==> config.mk <==
export PLATFORM = sky130hd
export DESIGN_NAME = two_phase_pulse_train_timer_flat
export DESIGN_NICKNAME = d
export VERILOG_FILES = /design/src/design/tppt_pkg.sv /design/src/design/tppt_if.sv /design/src/design/two_phase_pulse_train_timer.sv /design/src/design/tppt_core.sv /design/src/design/tppt_outq.sv /design/src/flat_wrapper.sv
export SDC_FILE = /design/constraint.sdc
export NUM_CORES = 1
export LEC_CHECK = 0
export BUFFER_PORTS_ARGS = -buffer_cell sky130_fd_sc_hd__clkbuf_2
export CAP_MARGIN = 20
export CORE_UTILIZATION = 45
export DETAILED_ROUTE_END_ITERATION = 10
export PLACE_DENSITY = 0.73
export SLEW_MARGIN = 5
export SYNTH_ARGS = -nofsm -noshare
export SYNTH_HDL_FRONTEND = slang
export SYNTH_HIERARCHICAL = 1
export SYNTH_SLANG_ARGS = --single-unit
==> constraint.sdc <==
create_clock -name clk -period 8 [get_ports clk]
set_clock_uncertainty 0.1 [all_clocks]
set_input_delay 1.6 -clock clk [delete_from_list [all_inputs] [get_ports clk]]
set_output_delay 1.6 -clock clk [all_outputs]
set_load 0.05 [all_outputs]
==> src/design/tppt_pkg.sv <==
`timescale 1ns / 1ps
// ----------------------------------------------------------------------------
// tppt_pkg
// Shared types and codes for the two-phase pulse train timer.
// ----------------------------------------------------------------------------
package tppt_pkg;

    // Command codes carried in the op field of an item
    localparam logic [1:0] OP_TICK  = 2'd0;
    localparam logic [1:0] OP_START = 2'd1;
    localparam logic [1:0] OP_STOP  = 2'd2;

    // Configuration register indexes
    localparam int unsigned CFG_IDX_BITS = 1;
    localparam logic [CFG_IDX_BITS-1:0] CFG_FIRST_PHASE  = 1'b0;
    localparam logic [CFG_IDX_BITS-1:0] CFG_SECOND_PHASE = 1'b1;

    // Event levels
    localparam logic LEVEL_LOW  = 1'b0;
    localparam logic LEVEL_HIGH = 1'b1;

    typedef struct packed {
        logic        level;
        logic [31:0] stamp;
        logic        last;
    } evt_t;

    // Up to two events produced by one item, in order
    typedef struct packed {
        logic [1:0] cnt;
        evt_t       ev0;
        evt_t       ev1;
    } push_t;

endpackage

==> src/design/tppt_if.sv <==
`timescale 1ns / 1ps
// ----------------------------------------------------------------------------
// tppt_item_if / tppt_event_if
// Valid/ready channels for command items and timer events.
// ----------------------------------------------------------------------------
interface tppt_item_if #(
    parameter int COUNT_BITS = 16
);
    logic                  valid;
    logic                  ready;
    logic [1:0]            op;
    logic [31:0]           tick_time;
    logic [COUNT_BITS-1:0] repeat_count;
    logic                  run_forever;

    modport source (output valid, op, tick_time, repeat_count, run_forever, input ready);
    modport sink   (input valid, op, tick_time, repeat_count, run_forever, output ready);
endinterface

interface tppt_event_if;
    logic        valid;
    logic        ready;
    logic        event_level;
    logic [31:0] event_time;
    logic        last_event;

    modport source (output valid, event_level, event_time, last_event, input ready);
    modport sink   (input valid, event_level, event_time, last_event, output ready);
endinterface

==> src/design/two_phase_pulse_train_timer.sv <==
`timescale 1ns / 1ps
// ----------------------------------------------------------------------------
// two_phase_pulse_train_timer
// Tick-driven two-phase pulse train timer with a valid/ready command channel
// and a valid/ready event channel.
// ----------------------------------------------------------------------------
// Items enter an input register; from there one pass of compare,
// reload and decrement logic updates the timer state and drops zero, one or
// two events into a two-entry output queue. One item is taken per cycle as
// long as the queue has room for the events of the item in the input
// register; an item that yields two events, or a stalled event consumer,
// holds the input register until the queue drains, so the event port (one
// event per cycle) sets the sustained rate. Configuration writes take effect
// at once and are meant for idle periods only.
// ----------------------------------------------------------------------------
module two_phase_pulse_train_timer #(
    parameter int PERIOD_BITS = 16,
    parameter int COUNT_BITS  = 16
) (
    input  logic                              clk,
    input  logic                              rst_n,
    input  logic                              cfg_we,
    input  logic [tppt_pkg::CFG_IDX_BITS-1:0] cfg_index,
    input  logic [PERIOD_BITS-1:0]            cfg_data,
    tppt_item_if.sink                         items,
    tppt_event_if.source                      events
);

    // Input register stage
    logic                  s1_valid_reg;
    logic [1:0]            s1_op_reg;
    logic [31:0]           s1_time_reg;
    logic [COUNT_BITS-1:0] s1_count_reg;
    logic                  s1_forever_reg;

    tppt_pkg::push_t push;
    tppt_pkg::evt_t  head;
    logic [1:0]      q_cnt;
    logic [2:0]      q_fill;
    logic            advance;
    logic            take;
    logic            pop;

    // Advance the staged item only when its events fit without counting on
    // this cycle's pop; keeps the input side free of the output ready.
    assign q_fill  = {1'b0, q_cnt} + {1'b0, push.cnt};
    assign advance = s1_valid_reg && (q_fill <= 3'd2);
    assign items.ready = !s1_valid_reg || advance;
    assign take    = items.valid && items.ready;

    always_ff @(posedge clk or negedge rst_n)
    begin
        if (!rst_n)
            s1_valid_reg <= 1'b0;
        else if (items.ready)
            s1_valid_reg <= items.valid;
    end

    // Hold payload until the next transfer
    always_ff @(posedge clk)
    begin
        if (take)
        begin
            s1_op_reg      <= items.op;
            s1_time_reg    <= items.tick_time;
            s1_count_reg   <= items.repeat_count;
            s1_forever_reg <= items.run_forever;
        end
    end

    tppt_core #(
        .PERIOD_BITS (PERIOD_BITS),
        .COUNT_BITS  (COUNT_BITS)
    ) u_core (
        .clk          (clk),
        .rst_n        (rst_n),
        .cfg_we       (cfg_we),
        .cfg_index    (cfg_index),
        .cfg_data     (cfg_data),
        .fire         (advance),
        .op           (s1_op_reg),
        .tick_time    (s1_time_reg),
        .repeat_count (s1_count_reg),
        .run_forever  (s1_forever_reg),
        .push         (push)
    );

    // Drop the head event on each output transfer
    assign pop = events.valid && events.ready;

    tppt_outq u_outq (
        .clk     (clk),
        .rst_n   (rst_n),
        .push_en (advance),
        .push    (push),
        .pop     (pop),
        .cnt     (q_cnt),
        .head    (head)
    );

    assign events.valid       = (q_cnt != 2'd0);
    assign events.event_level = head.level;
    assign events.event_time  = head.stamp;
    assign events.last_event  = head.last;

endmodule

==> src/design/tppt_core.sv <==
`timescale 1ns / 1ps
// ----------------------------------------------------------------------------
// tppt_core
// Timer state, phase registers and the per-item event/next-state logic.
// ----------------------------------------------------------------------------
module tppt_core #(
    parameter int PERIOD_BITS = 16,
    parameter int COUNT_BITS  = 16
) (
    input  logic                              clk,
    input  logic                              rst_n,
    input  logic                              cfg_we,
    input  logic [tppt_pkg::CFG_IDX_BITS-1:0] cfg_index,
    input  logic [PERIOD_BITS-1:0]            cfg_data,
    input  logic                              fire,
    input  logic [1:0]                        op,
    input  logic [31:0]                       tick_time,
    input  logic [COUNT_BITS-1:0]             repeat_count,
    input  logic                              run_forever,
    output tppt_pkg::push_t                   push
);

    localparam int DCW = PERIOD_BITS + 2;

    logic [PERIOD_BITS-1:0] first_reg, second_reg;
    logic                   armed_reg, armed_next;
    logic [COUNT_BITS-1:0]  cycles_reg, cycles_next;
    logic                   forever_reg, forever_next;
    logic signed [DCW-1:0]  dc_reg, dc_next, dc_base;
    logic                   phase1_reg, phase1_next;
    logic                   pend_reg, pend_next;
    logic                   expire;
    logic                   active;
    logic                   phase_level;

    always_ff @(posedge clk or negedge rst_n)
    begin
        if (!rst_n)
        begin
            first_reg  <= '0;
            second_reg <= '0;
        end
        else if (cfg_we)
        begin
            case (cfg_index)
                tppt_pkg::CFG_FIRST_PHASE:  first_reg  <= cfg_data;
                tppt_pkg::CFG_SECOND_PHASE: second_reg <= cfg_data;
                default: ;
            endcase
        end
    end

    assign expire      = dc_reg[DCW-1] || (dc_reg == '0);
    assign phase_level = phase1_reg ? tppt_pkg::LEVEL_HIGH : tppt_pkg::LEVEL_LOW;

    always_comb
    begin
        armed_next   = armed_reg;
        cycles_next  = cycles_reg;
        forever_next = forever_reg;
        dc_next      = dc_reg;
        phase1_next  = phase1_reg;
        pend_next    = pend_reg;
        dc_base      = dc_reg;
        active       = 1'b0;
        push         = '0;

        case (op)
            tppt_pkg::OP_START:
            begin
                armed_next   = 1'b1;
                forever_next = run_forever;
                cycles_next  = run_forever ? '0 : repeat_count;
                dc_next      = DCW'(first_reg);
                phase1_next  = 1'b1;
                pend_next    = 1'b1;
            end
            tppt_pkg::OP_STOP:
            begin
                armed_next = 1'b0;
            end
            tppt_pkg::OP_TICK:
            begin
                if (armed_reg)
                begin
                    if (!forever_reg && cycles_reg == '0)
                        armed_next = 1'b0;
                    else
                        active = 1'b1;
                end
            end
            default: ;
        endcase

        if (active)
        begin
            pend_next = 1'b0;
            if (expire)
            begin
                phase1_next = !phase1_reg;
                if (phase1_reg)
                begin
                    dc_base = DCW'(second_reg);
                    if (!forever_reg)
                        cycles_next = cycles_reg - 1'b1;
                end
                else
                begin
                    dc_base = DCW'(first_reg);
                end
            end
            dc_next = dc_base - 1'b1;

            // Order: pending start low event first, then the phase event
            if (pend_reg && expire)
            begin
                push.cnt = 2'd2;
                push.ev0 = '{level: tppt_pkg::LEVEL_LOW, stamp: tick_time, last: 1'b0};
                push.ev1 = '{level: phase_level, stamp: tick_time, last: 1'b1};
            end
            else if (pend_reg)
            begin
                push.cnt = 2'd1;
                push.ev0 = '{level: tppt_pkg::LEVEL_LOW, stamp: tick_time, last: 1'b1};
            end
            else if (expire)
            begin
                push.cnt = 2'd1;
                push.ev0 = '{level: phase_level, stamp: tick_time, last: 1'b1};
            end
        end
    end

    always_ff @(posedge clk or negedge rst_n)
    begin
        if (!rst_n)
        begin
            armed_reg   <= 1'b0;
            cycles_reg  <= '0;
            forever_reg <= 1'b0;
            dc_reg      <= '0;
            phase1_reg  <= 1'b1;
            pend_reg    <= 1'b0;
        end
        else if (fire)
        begin
            armed_reg   <= armed_next;
            cycles_reg  <= cycles_next;
            forever_reg <= forever_next;
            dc_reg      <= dc_next;
            phase1_reg  <= phase1_next;
            pend_reg    <= pend_next;
        end
    end

endmodule

==> src/design/tppt_outq.sv <==
`timescale 1ns / 1ps
// ----------------------------------------------------------------------------
// tppt_outq
// Two-entry event queue: takes up to two events at once, hands out one.
// ----------------------------------------------------------------------------
module tppt_outq (
    input  logic            clk,
    input  logic            rst_n,
    input  logic            push_en,
    input  tppt_pkg::push_t push,
    input  logic            pop,
    output logic [1:0]      cnt,
    output tppt_pkg::evt_t  head
);

    tppt_pkg::evt_t e0_reg, e0_next, e1_reg, e1_next, a0;
    logic [1:0]     cnt_reg, cnt_next, cnt_pop, n_in;

    assign cnt_pop = cnt_reg - {1'b0, pop};
    assign n_in    = push_en ? push.cnt : 2'd0;
    assign a0      = pop ? e1_reg : e0_reg;

    always_comb
    begin
        case (cnt_pop)
            2'd0:
            begin
                e0_next = push.ev0;
                e1_next = push.ev1;
            end
            2'd1:
            begin
                e0_next = a0;
                e1_next = push.ev0;
            end
            default:
            begin
                e0_next = e0_reg;
                e1_next = e1_reg;
            end
        endcase
        cnt_next = cnt_pop + n_in;
    end

    always_ff @(posedge clk or negedge rst_n)
    begin
        if (!rst_n)
            cnt_reg <= '0;
        else
            cnt_reg <= cnt_next;
    end

    always_ff @(posedge clk)
    begin
        e0_reg <= e0_next;
        e1_reg <= e1_next;
    end

    assign cnt  = cnt_reg;
    assign head = e0_reg;

endmodule

==> src/flat_wrapper.sv <==
// flat-port wrapper written by rule: the top's interface ports become plain ports
module two_phase_pulse_train_timer_flat 
#(
    parameter int PERIOD_BITS = 16,
    parameter int COUNT_BITS  = 16
)
  (clk, rst_n, cfg_we, cfg_index, cfg_data, items_valid, items_op, items_tick_time, items_repeat_count, items_run_forever, items_ready, events_valid, events_event_level, events_event_time, events_last_event, events_ready);
  tppt_item_if #(.COUNT_BITS(COUNT_BITS)) items_i ();
  tppt_event_if events_i ();
  input  logic clk;
  input  logic rst_n;
  input  logic cfg_we;
  input  logic [tppt_pkg::CFG_IDX_BITS-1:0] cfg_index;
  input  logic [PERIOD_BITS-1:0] cfg_data;
  input wire logic [$bits(items_i.valid)-1:0] items_valid;
  input wire logic [$bits(items_i.op)-1:0] items_op;
  input wire logic [$bits(items_i.tick_time)-1:0] items_tick_time;
  input wire logic [$bits(items_i.repeat_count)-1:0] items_repeat_count;
  input wire logic [$bits(items_i.run_forever)-1:0] items_run_forever;
  output wire logic [$bits(items_i.ready)-1:0] items_ready;
  output wire logic [$bits(events_i.valid)-1:0] events_valid;
  output wire logic [$bits(events_i.event_level)-1:0] events_event_level;
  output wire logic [$bits(events_i.event_time)-1:0] events_event_time;
  output wire logic [$bits(events_i.last_event)-1:0] events_last_event;
  input wire logic [$bits(events_i.ready)-1:0] events_ready;
  assign items_i.valid = items_valid;
  assign items_i.op = items_op;
  assign items_i.tick_time = items_tick_time;
  assign items_i.repeat_count = items_repeat_count;
  assign items_i.run_forever = items_run_forever;
  assign items_ready = items_i.ready;
  assign events_valid = events_i.valid;
  assign events_event_level = events_i.event_level;
  assign events_event_time = events_i.event_time;
  assign events_last_event = events_i.last_event;
  assign events_i.ready = events_ready;
  two_phase_pulse_train_timer #(.PERIOD_BITS(PERIOD_BITS), .COUNT_BITS(COUNT_BITS)) u_core (.clk(clk), .rst_n(rst_n), .cfg_we(cfg_we), .cfg_index(cfg_index), .cfg_data(cfg_data), .items(items_i), .events(events_i));
endmodule
==> results of run 1 <==
-- final cells by class --
type,instances,share of cell area (%)
flip-flops and latches,192,49.9
multi-input cells,494,35.4
repair buffers,117,5.87
clock buffers,17,3.93
well taps,270,3.12
clock inverters,15,1.32
inverters,12,0.416
-- placed cells by master, fill, tap and decap left out, types with 4 or more instances in the layout --
master     Yosys  final
edfxtp_1     119    119
xor2_1        10     10
nor2_1        36     35
nand2_1       37     37
mux2i_1       12     12
a32oi_1        5      5
dfrtp_1       72     72
nor4_1         5      5
nor3_1        24     24
o21ai_0       19     19
a22oi_1       11     11
inv_8          0      5
xnor2_1        6      6
a32o_1         4      4
or3_1          8      8
o21a_1         4      4
and3_1        35     35
buf_4          3      7
a21oi_1       32     32
o31a_1         4      4
clkbuf_2       0    107
o22a_1         6      6
nand3_1       10     10
ha_1           5      5
and2_1        35     35
mux2_4        20     20
o211ai_1       5      5
a21o_1         4      4
inv_1         10     10
mux2_2        92     92
clkbuf_16      0     17
-- cells in the mapped netlist (11+ instances only) --
| library cell | instances | area, µm² |
|---|---|---|
| dfrtp_1 | 72 | 1800 |
| mux2_2 | 92 | 1040 |
| a21oi_1 | 32 | 160 |
| o21ai_0 | 19 | 95.1 |
| nor3_1 | 24 | 120 |
| and2_1 | 35 | 219 |
| and3_1 | 35 | 219 |
| nand2_1 | 37 | 139 |
| clkbuf_1 | 26 | 97.6 |
| mux2_4 | 20 | 300 |
| a22oi_1 | 11 | 82.6 |
| edfxtp_1 | 119 | 3570 |
| nor2_1 | 36 | 135 |
| mux2i_1 | 12 | 120 |
-- layer usage --
| layer | routed length (µm) | global-route usage [%] | vias to the layer above |
|---|---|---|---|
| li1 | - | - | 2990 |
| met1 | 9030 | 25.3 | 3115 |
| met2 | 9450 | 31.1 | 194 |
| met3 | 1080 | 3.66 | 14 |
| met4 | 216 | 6.55 | 0 |
| met5 | 0 | 0 | - |
-- worst max-delay path, delay by kind of cell, from the launching register on --
family / cells / cell delay [ns]
buffers and inverters: 2 / 0.90
and+or+nand+nor: 4 / 1.13
DFF: 1 / 0.42
AOI/OAI and AO/OA: 2 / 0.47
adders and majority gates: 3 / 1.02
-- stage by stage --
stage	std cells	utilization, %	worst slack, ns	instance area (µm²)
4_1_cts	1115	52.8	1.95	10800
2_1_floorplan	739	-	1.61	9460
3_5_place_dp	1083	50.0	2.44	10200
3_3_place_gp	1083	50.0	2.52	10200
6_report	1117	53.0	1.92	10800
5_1_grt	1117	53.0	1.69	10800
-- power groups by stage --
stage	combinational [W]	clock [W]	sequential, W
after floorplan	0.000916	0	0.00200
after global placement	0.00154	0	0.00171
after detailed placement	0.00155	0	0.00173
after CTS	0.00156	0.000840	0.00171
after global routing	0.00169	0.000873	0.00175
final	0.00157	0.000821	0.00171
-- cell families (layout without fill, tap and decap cells) --
logic type	after synthesis	after routing
buffers and inverters	53	161
muxes	124	124
adders and majority gates	6	6
AOI/OAI and AO/OA	130	130
and+or+nand+nor	218	218
xor gates and xnor gates	16	16
DFF	192	192
-- worst min-delay path by stage --
stage               slack [ns]                                      from  cells past startpoint                                       end
floorplan                 0.36         u_core/s1_count_reg[14]$_DFFE_PP_                      2  u_core/u_core/cycles_reg[14]$_DFFE_PN0P_
global placement          0.39  u_core/u_core/second_reg[15]$_DFFE_PN0P_                      1  u_core/u_core/second_reg[15]$_DFFE_PN0P_
detailed placement        0.40  u_core/u_core/second_reg[15]$_DFFE_PN0P_                      1  u_core/u_core/second_reg[15]$_DFFE_PN0P_
CTS                       0.41  u_core/u_core/second_reg[15]$_DFFE_PN0P_                      1  u_core/u_core/second_reg[15]$_DFFE_PN0P_
global route              0.43  u_core/u_core/second_reg[15]$_DFFE_PN0P_                      1  u_core/u_core/second_reg[15]$_DFFE_PN0P_
finish                    0.41  u_core/u_core/second_reg[15]$_DFFE_PN0P_                      1  u_core/u_core/second_reg[15]$_DFFE_PN0P_
==> impl_metrics.csv, run 1 <==
group,metric,value,unit
route,antenna_violating_nets_remaining,0,
logic_synthesis,post_synth_fa_ha_maj_area_fraction,0.873,%
sta,rsz0062_at_grt,"false",
clock_tree,clk_latency,0.45,ns
critical_path,crit_path_arrival_time,4.38,ns
power_and_ir_drop,power.share.clock,20.0,%
sta,worst_hold_slack,0.408,ns
final_layout,num-nets-final,913,
logic_synthesis,syn_avg_cell_area,12.8,µm²
logic_synthesis,synth_sequential_area_ratio,57.1,%
final_layout,antennaDiodeCount,0,
final_layout,layout-area-overhead-vs-synth,14.3,%
final_layout,multi_input_comb_area,3830,µm²
sta,fin_crit_sh,76.0,%
critical_path,timing.critical_path.to,"items_ready",
place,routabilityCongestion,0.866,
sta,worst_pin_slew,1.05,ns
route,drt_pass1_iterations,5,
logic_synthesis,synth-compound-area-share,9.85,%
route,route.detailed.wl_per_inst,17.7,µm
sta,finalSetupViolCount,0,
logic_synthesis,mappedNetlistNets,818,
logic_synthesis,synth_warnings,6,
place,buffer_ports.inserted,108,
die,start_util,46.3,%
die,die_height,147,µm
critical_path,cells_along_the_critical_path,"nor3_1, and3_1, a21oi_2, inv_1, ha_1, and2_1, ha_1, fa_1, a21o_1, nand2_1, clkbuf_2",
critical_path,r2r_setup_slack,2.55,ns
power_and_ir_drop,power.switching_fraction,40.1,%
route,drt_drc_violations_left,0,
clock_tree,clk_pin_slew,0.07,ns
power_and_ir_drop,vdd_drop_max,0.000213,V
die,pin_count,109,
logic_synthesis,post_synth_and_or_nand_nor_area_fraction,12.6,%
logic_synthesis,cell_area_after_technology_mapping,9460,µm²
critical_path,path_common_cell,"ha_1",
sta,final.min_clock_period,6.08,ns
logic_synthesis,synth.area.mux_share,15.4,%
worst_hold_path,hold_path.class,"register to register",
power_and_ir_drop,total_power,0.00410,W
die,row_cnt,52,
grt,grt_pass1_vias,6216,
power_and_ir_drop,total_leakage_power,4.45,nW
power_and_ir_drop,seq_power_share,41.7,%
critical_path,crit_start,"u_core/u_core/dc_reg[8]$_DFFE_PN0P_",
route,via_per_inst,5.65,
critical_path,critical_path_max_stage_delay,0.62,ns
clock_tree,cts_sink_count,192,
clock_tree,cts_buffers,17,
critical_path,critical_path.max_fanout,20,
route,num_vias,6313,
logic_synthesis,synthArstFlopShare,38.0,%
sta,achievable-frequency,0.164,GHz
sta,endpoints_failing_hold,0,
clock_tree,cts_post_setup_buffers_inserted,0,
critical_path,cells_on_worst_reg2reg_path,16,
route,wirelength,19800,µm
critical_path,worstSetupEndpointType,"primary output",
final_layout,final.fill_count,1759,
sta,final_max_slew_viol_count,0,
power_and_ir_drop,combPwrFrac,38.3,%
grt,grt_start_max_net_pins,74,
critical_path,worst_ep_required,6.30,ns
clock_tree,cts_tree,"built",
route,dr.first_iter.drc_count,488,
clock_tree,clock_tree.htree_level_count,4,
clock_tree,clk_path_buf_depth,2,
logic_synthesis,largest_family_of_logic_cells_by_synthesized_area,"multiplexers",
power_and_ir_drop,cell_internal_pwr,0.00246,W
logic_synthesis,synth-edff-count,119,
logic_synthesis,ys.flop_type,"edfxtp_1",
critical_path,critPathLaunchType,"register",
die,die_outline_area,21600,µm²
critical_path,critical_register_to_register_path_endpoint,"u_core/u_core/dc_reg[7]$_DFFE_PN0P_",
die,die_w,147,µm
final_layout,layout-drive-gt1-share,32.7,%
run_status,run_status,"finished clean",
grt,antenna_found_initial,0,
sta,slew_headroom,30.1,%
grt,grt_overflow,0,
logic_synthesis,area_share_of_xor_xnor_cells_in_the_synthesized_design,1.48,%
power_and_ir_drop,switchingPower,0.00164,W
place,dpl.hpwl,12900,µm
clock_tree,cts_resized,0,
logic_synthesis,synth.lib_cells_used.distinct,76,
clock_tree,postCtsHoldBufs,0,
power_and_ir_drop,cellPowerDensity,379,nW/µm²
clock_tree,ctsRootBufferMaster,"clkbuf_16",
final_layout,area.sequential,5400,µm²
critical_path,launch_instance_of_the_worst_register_to_register_path,"u_core/u_core/dc_reg[8]$_DFFE_PN0P_",
die,design.core.area,20400,µm²
critical_path,path_class,"register to primary output",
critical_path,critical-path-slowest-cell,"inv_1",
logic_synthesis,synthesis.instances,739,
grt,globalRouteTotalUtil,19.0,%
grt,grt_pass1_wl,32100,µm
run,cap_viol_max_count,0,
logic_synthesis,ys_ff_latch,192,
sta,total_neg_setup_slack,0,ns
No activity file was read; power rests on OpenSTA's default activity.
==> run 2, diff against run 1 <==
--- a/config.mk
+++ b/config.mk
@@ -9,7 +9,7 @@
 export CAP_MARGIN = 20
 export CORE_UTILIZATION = 45
 export DETAILED_ROUTE_END_ITERATION = 10
-export PLACE_DENSITY = 0.73
+export PLACE_DENSITY = 0.76
 export SLEW_MARGIN = 5
 export SYNTH_ARGS = -nofsm -noshare
 export SYNTH_HDL_FRONTEND = slang
==> constraint.sdc (replaced) <==
create_clock -name clk -period 5.05 [get_ports clk]
set_clock_uncertainty 0.1 [all_clocks]
set_input_delay 1.01 -clock clk [delete_from_list [all_inputs] [get_ports clk]]
set_output_delay 1.01 -clock clk [all_outputs]
set_load 0.05 [all_outputs]
==> run 2 against run 1 <==
Effect of this change: non-clock buffer count grew 13; critical path type unchanged; die area is the same; combinational power grew 64%.
==> impl_metrics.csv, run 2 (synthesis results as in run 1) <==
group,metric,value,unit
run_status,run_status,"finished clean",
sta,finalSetupViolCount,0,
grt,busiest_grt_layer,"met2",
clock_tree,clk_pin_slew,0.07,ns
power_and_ir_drop,cellPowerDensity,606,nW/µm²
clock_tree,cts_tree,"built",
grt,antenna_found_initial,0,
sta,final.min_clock_period,4.88,ns
route,dr.first_iter.drc_count,615,
final_layout,final-instance-count-excl-fill,1131,
grt,grt_pass1_wl,33100,µm
final_layout,antennaDiodeCount,0,
final_layout,layout-area-overhead-vs-synth,15.7,%
critical_path,path_class,"register to primary output",
run,cap_viol_max_count,0,
die,die_height,147,µm
clock_tree,cts_sink_count,192,
sta,endpoints_failing_hold,0,
die,die_w,147,µm
final_layout,multi_input_comb_area,3840,µm²
sta,worst_pin_slew,1.02,ns
critical_path,critical_path_max_stage_delay,0.48,ns
final_layout,layout.cells.most_common_list,"edfxtp_1, clkbuf_2, mux2_2",
place,buffer_ports.inserted,108,
final_layout,layout_commonest_cell,"edfxtp_1",
sta,rsz0062_at_grt,"false",
critical_path,critical-path-slowest-cell,"or4_4",
grt,grt_overflow,0,
critical_path,worst_ep_required,3.94,ns
power_and_ir_drop,total_leakage_power,4.54,nW
clock_tree,clock_tree.htree_level_count,4,
route,num_vias,6441,
sta,fin_crit_sh,96.7,%
place,placedCellCount,1093,
die,row_cnt,52,
route,drt_pass1_iterations,5,
critical_path,critical_path.max_fanout,6,
final_layout,area.sequential,5400,µm²
die,die_outline_area,21600,µm²
grt,grtUsageMet1,27.2,%
sta,final_max_slew_viol_count,0,
route,antenna_violating_nets_remaining,0,
clock_tree,clk_latency,0.43,ns
grt,globalRouteMet3Util,3.42,%
grt,globalRouteTotalUtil,19.6,%
grt,grt_start_max_net_pins,39,
sta,total_neg_setup_slack,0,ns
die,design.core.area,20400,µm²
critical_path,cells_along_the_critical_path,"inv_1, ha_1, or3b_4, or4_4, o311a_4, and2_1, ha_1, fa_1, a21o_1, nand2_1, buf_12",
critical_path,worstSetupEndpointType,"primary output",
sta,layout_setup_ws,0.169,ns
critical_path,critPathLaunchType,"register",
place,routabilityCongestion,0.894,
place,dpl.hpwl,13400,µm
final_layout,num-nets-final,927,
final_layout,final.fill_count,1716,
clock_tree,cts_buffers,17,
sta,slew_headroom,31.7,%
critical_path,crit_path_arrival_time,3.77,ns
grt,grt_pass1_vias,6263,
die,start_util,46.3,%
worst_hold_path,hold_path.class,"register to register",
grt,met2_usage,31.3,%
die,pin_count,109,
clock_tree,clk_path_buf_depth,2,
final_layout,layout-drive-gt1-share,33.7,%
critical_path,r2r_setup_slack,0.36,ns
sta,achievable-frequency,0.205,GHz
route,drt_drc_violations_left,0,
place,dp_slack,0.192,ns
power_and_ir_drop,vdd_drop_max,0.000316,V
clock_tree,postCtsHoldBufs,0,
route,via_per_inst,5.69,
route,route.detailed.wl_per_inst,18.2,µm
route,wirelength,20600,µm
critical_path,path_common_cell,"ha_1",
clock_tree,ctsRootBufferMaster,"clkbuf_16",
-- run 2: final cells by class --
cell class / count / share of cell area (%)
Inverter: 12 / 0.411
Sequential cell: 192 / 49.3
Clock buffer: 18 / 3.92
Tap cell: 270 / 3.09
Clock inverter: 14 / 1.31
Timing Repair Buffer: 130 / 6.80
Multi-Input combinational cell: 495 / 35.1
-- run 2: power by group --
part           switching, W  internal (W)
clock              0.000629      0.000700
sequential         0.000334       0.00239
combinational       0.00166      0.000913
-- run 2: per-stage QoR --
step / hold WS [ns] / cell area, µm² / total power (W) / utilization (%)
5_1_grt: 0.428 / 10900 / 0.00698 / 53.6
2_1_floorplan: 0.363 / 9480 / 0.00462 / -
3_5_place_dp: 0.394 / 10300 / 0.00526 / 50.4
6_report: 0.410 / 10900 / 0.00663 / 53.6
3_3_place_gp: 0.389 / 10300 / 0.00518 / 50.4
4_1_cts: 0.411 / 10900 / 0.00662 / 53.4
-- run 2: worst paths after layout --
kind	startpoint	to	cells after the start
setup reg to reg	u_core/u_core/cycles_reg[0]$_DFFE_PN0P_	u_core/u_core/dc_reg[7]$_DFFE_PN0P_	16
min in group asynchronous	rst_n	u_core/u_core/first_reg[14]$_DFFE_PN0P_	1
hold reg to reg	u_core/u_core/second_reg[15]$_DFFE_PN0P_	u_core/u_core/second_reg[15]$_DFFE_PN0P_	1
max in group asynchronous	rst_n	u_core/u_core/dc_reg[5]$_DFFE_PN0P_	2
hold / removal	u_core/u_core/second_reg[15]$_DFFE_PN0P_	u_core/u_core/second_reg[15]$_DFFE_PN0P_	1
setup / recovery	u_core/u_core/cycles_reg[0]$_DFFE_PN0P_	items_ready	11
-- run 2: metal layers --
layer,up-vias,wire length [µm]
met5,-,0
li1,3024,-
met1,3196,9340
met2,198,9890
met3,23,1010
met4,0,344
-- run 2: critical path: cells and delay by family, from the launching register on --
family          cells  cell delay, ns
compound gates      2            0.50
fa+ha+maj           3            0.88
simple gates        4            1.23
flops               1            0.43
buf+inv             2            0.29
-- run 2: what timing repair did --
| item | 4_1_cts | 5_1_grt |
|---|---|---|
| buffers inserted | 2 | 1 |
| resized for setup | 0 | 0 |
| endpoints found under the hold margin | 0 | 0 |
| pin swaps | 1 | 1 |
| cloned | 1 | 0 |
| endpoints found under the setup margin | 1 | 1 |
==> run 3, diff against run 2 <==
--- a/config.mk
+++ b/config.mk
@@ -13,5 +13,4 @@
 export SLEW_MARGIN = 5
 export SYNTH_ARGS = -nofsm -noshare
 export SYNTH_HDL_FRONTEND = slang
-export SYNTH_HIERARCHICAL = 1
 export SYNTH_SLANG_ARGS = --single-unit
==> constraint.sdc (replaced) <==
create_clock -name clk -period 4.4 [get_ports clk]
set_clock_uncertainty 0.1 [all_clocks]
set_input_delay 0.88 -clock clk [delete_from_list [all_inputs] [get_ports clk]]
set_output_delay 0.88 -clock clk [all_outputs]
set_load 0.05 [all_outputs]
==> run 3 against run 2 <==
Effect of this change: first-iteration DRC count fell by 26%; worst hold slack lost 0.12 ns; final area fell by 5.4%; cell count decreased by 4.5%; wire length fell by 11%; power grew 10%; synthesized area shrank 7.8%; sequential share of layout area rose by 2.8 points.
==> impl_metrics.csv, run 3 <==
group,metric,value,unit
run_status,run_status,"finished clean",
logic_synthesis,synth_warnings,0,
sta,layout_setup_ws,0.167,ns
final_layout,area.sequential,5400,µm²
logic_synthesis,most_common_cell_in_the_netlist,"edfxtp_1",
critical_path,worstSetupEndpointType,"primary output",
die,die_outline_area,20000,µm²
final_layout,final.fill_count,1576,
sta,endpoints_failing_hold,0,
critical_path,launch_instance_of_the_worst_register_to_register_path,"u_core.u_core.dc_reg[9]$_DFFE_PN0P_",
critical_path,timing.critical_path.to,"items_ready",
clock_tree,postCtsHoldBufs,0,
logic_synthesis,synthesis.instances,692,
route,wirelength,18400,µm
route,via_per_inst,5.55,
critical_path,cells_on_worst_reg2reg_path,14,
critical_path,critical_path_max_stage_delay,0.49,ns
die,die_w,141,µm
final_layout,final_design_area_no_fill,10400,µm²
route,route.detailed.wl_per_inst,17.0,µm
critical_path,r2r_setup_slack,0.54,ns
logic_synthesis,synth_sequential_area_ratio,61.9,%
place,buffer_ports.inserted,108,
final_layout,layout_commonest_cell,"edfxtp_1",
route,drt_pass1_iterations,7,
logic_synthesis,syn_avg_cell_area,12.6,µm²
grt,grt_start_max_net_pins,38,
place,total_placed_instance_area,9650,µm²
logic_synthesis,cell_area_after_technology_mapping,8730,µm²
clock_tree,clk_path_buf_depth,2,
route,num_vias,5998,
grt,met2_usage,31.5,%
critical_path,critPathLaunchType,"register",
place,dpl.hpwl,12600,µm
logic_synthesis,ys_ff_latch,192,
clock_tree,cts_tree,"built",
final_layout,finalCoreUtilization,55.0,%
critical_path,critical_path.max_fanout,4,
sta,final_max_slew_viol_count,0,
die,pin_count,109,
sta,total_neg_setup_slack,0,ns
logic_synthesis,post_synthesis_cell_type_with_the_largest_combined_area,"edfxtp_1",
grt,grt_pass1_vias,5867,
grt,globalRouteMet3Util,3.68,%
sta,slew_headroom,39.0,%
grt,antenna_found_initial,0,
clock_tree,cts_buffers,17,
sta,final.min_clock_period,4.23,ns
sta,fin_crit_sh,96.2,%
die,row_cnt,50,
power_and_ir_drop,total_leakage_power,4.09,nW
sta,achievable-frequency,0.236,GHz
logic_synthesis,synthArstFlopShare,38.0,%
clock_tree,clk_latency,0.44,ns
worst_hold_path,hold_path.class,"input port to async pin",
place,dp_slack,0.378,ns
logic_synthesis,synth.lib_cells_used.distinct,73,
sta,worst_pin_slew,0.913,ns
power_and_ir_drop,cellPowerDensity,705,nW/µm²
critical_path,critical-path-slowest-cell,"fa_1",
final_layout,multi_input_comb_area,3200,µm²
clock_tree,cts_sink_count,192,
final_layout,layout-area-overhead-vs-synth,18.7,%
critical_path,cells_along_the_critical_path,"nor4_4, and3_4, a21oi_1, inv_2, ha_1, nand2_1, inv_1, ha_1, fa_1, a21oi_2, nand2b_4, buf_12",
logic_synthesis,ys.flop_type,"edfxtp_1",
final_layout,antennaDiodeCount,0,
critical_path,worst_ep_required,3.42,ns
route,dr.first_iter.drc_count,458,
final_layout,num-nets-final,888,
grt,grt_overflow,0,
power_and_ir_drop,vdd_drop_max,0.000441,V
die,design.core.area,18800,µm²
final_layout,layout-drive-gt1-share,27.9,%
run,cap_viol_max_count,0,
place,routabilityCongestion,0.861,
clock_tree,clk_pin_slew,0.08,ns
critical_path,crit_path_arrival_time,3.25,ns
critical_path,critical_register_to_register_path_endpoint,"u_core.u_core.dc_reg[12]$_DFFE_PN0P_",
critical_path,path_class,"register to primary output",
grt,grt_pass1_wl,30000,µm
route,antenna_violating_nets_remaining,0,
logic_synthesis,post_synth_most_frequent_cells,"edfxtp_1, dfrtp_1, nor2_1",
sta,finalSetupViolCount,0,
logic_synthesis,post_synth_main_area_contributors,"edfxtp_1, dfrtp_1, mux2_2",
final_layout,layout.cells.most_common_list,"edfxtp_1, clkbuf_2, dfrtp_1",
critical_path,crit_start,"u_core.u_core.dc_reg[11]$_DFFE_PN0P_",
logic_synthesis,mappedNetlistNets,773,
die,start_util,46.4,%
critical_path,critical-path-top-delay-family,"adder cells",
grt,busiest_grt_layer,"met2",
clock_tree,clock_tree.htree_level_count,4,
grt,grtUsageMet1,26.1,%
critical_path,path_common_cell,"ha_1",
route,drt_drc_violations_left,0,
grt,globalRouteTotalUtil,19.3,%
die,die_height,141,µm
clock_tree,ctsRootBufferMaster,"clkbuf_16",
logic_synthesis,synth.top_cell.area_share,40.9,%
critical_path,timing.critical_path.buf_inv,3,
critical_path,crit_cells,12,
logic_synthesis,synth-edff-count,119,
## run 3: changes by cell type after synthesis, sizes merged, moves of 6 or more
cell    delta
nor4       +6
nor3      -11
nand2      -7
a21oi     +17
and3      -32
a211oi     +6
o21ai     +10
o22ai     +12
a22o      +32
xnor2      +6
a22oi      -7
mux2      -77
nor2      +12
## run 3: repair_timing
item | in CTS | in global routing
resized for setup | 3 | 10
pin swaps | 0 | 2
buffers inserted | 0 | 1
endpoints found under the setup margin | 1 | 1
## run 3: area by class of cell
type	instances	share of cell area, %
clock inverters	15	2.08
repair buffers	131	7.15
flip-flops and latches	192	52.1
multi-input cells	451	30.9
clock buffers	17	4.11
well taps	260	3.14
inverters	14	0.507
## run 3: logic make-up (layout without fill, tap and decap cells)
kind of cell	Yosys count	count (layout)	synth area share (%)
compound gates	180	180	14.0
xor+xnor	23	23	2.31
fa+ha+maj	8	8	1.23
buf+inv	49	177	2.44
flops	192	192	61.9
mux	51	51	6.35
simple gates	189	189	11.8
## run 3: worst reg2reg max path: cells and delay by family (launching register included)
| kind | cells | cell delay (ns) |
|---|---|---|
| buffers and inverters | 1 | 0.31 |
| XOR/XNOR | 1 | 0.12 |
| adder cells (fa/ha/maj) | 1 | 0.32 |
| AND/OR/NAND/NOR | 6 | 1.14 |
| AO/OA/AOI/OAI | 5 | 1.21 |
| flip-flops | 1 | 0.54 |
## run 3: through the flow
step	cells	hold slack, ns	total power [W]
floorplan	692	0.367	0.00495
CTS	1079	0.294	0.00730
global route	1080	0.311	0.00768
finish	1080	0.290	0.00730
global placement	1047	0.389	0.00560
detailed placement	1047	0.406	0.00568
## run 3: worst min-delay path by stage
stage / from / to / slack (ns) / cells past startpoint
6_report: rst_n / u_core.u_core.first_reg[4]$_DFFE_PN0P_ / 0.29 / 1
3_5_place_dp: u_core.u_core.forever_reg$_DFFE_PN0P_ / u_core.u_core.forever_reg$_DFFE_PN0P_ / 0.41 / 2
2_1_floorplan: u_core.u_core.cycles_reg[13]$_DFFE_PN0P_ / u_core.u_core.cycles_reg[13]$_DFFE_PN0P_ / 0.37 / 1
4_1_cts: rst_n / u_core.u_core.first_reg[4]$_DFFE_PN0P_ / 0.29 / 1
3_3_place_gp: u_core.u_core.cycles_reg[13]$_DFFE_PN0P_ / u_core.u_core.cycles_reg[13]$_DFFE_PN0P_ / 0.39 / 1
5_1_grt: rst_n / u_core.u_core.second_reg[4]$_DFFE_PN0P_ / 0.31 / 1
## run 3: power breakdown
part           internal (W)  switching, W
registers           0.00274      0.000394
logic              0.000796       0.00176
clock network      0.000799      0.000816
total               0.00434       0.00297
## run 3: per-layer routing
layer  routed length, µm  up-vias
met4                 206        0
met3                 777       17
met5                   0        -
met1                8570     2955
met2                8860      170
li1                    -     2856
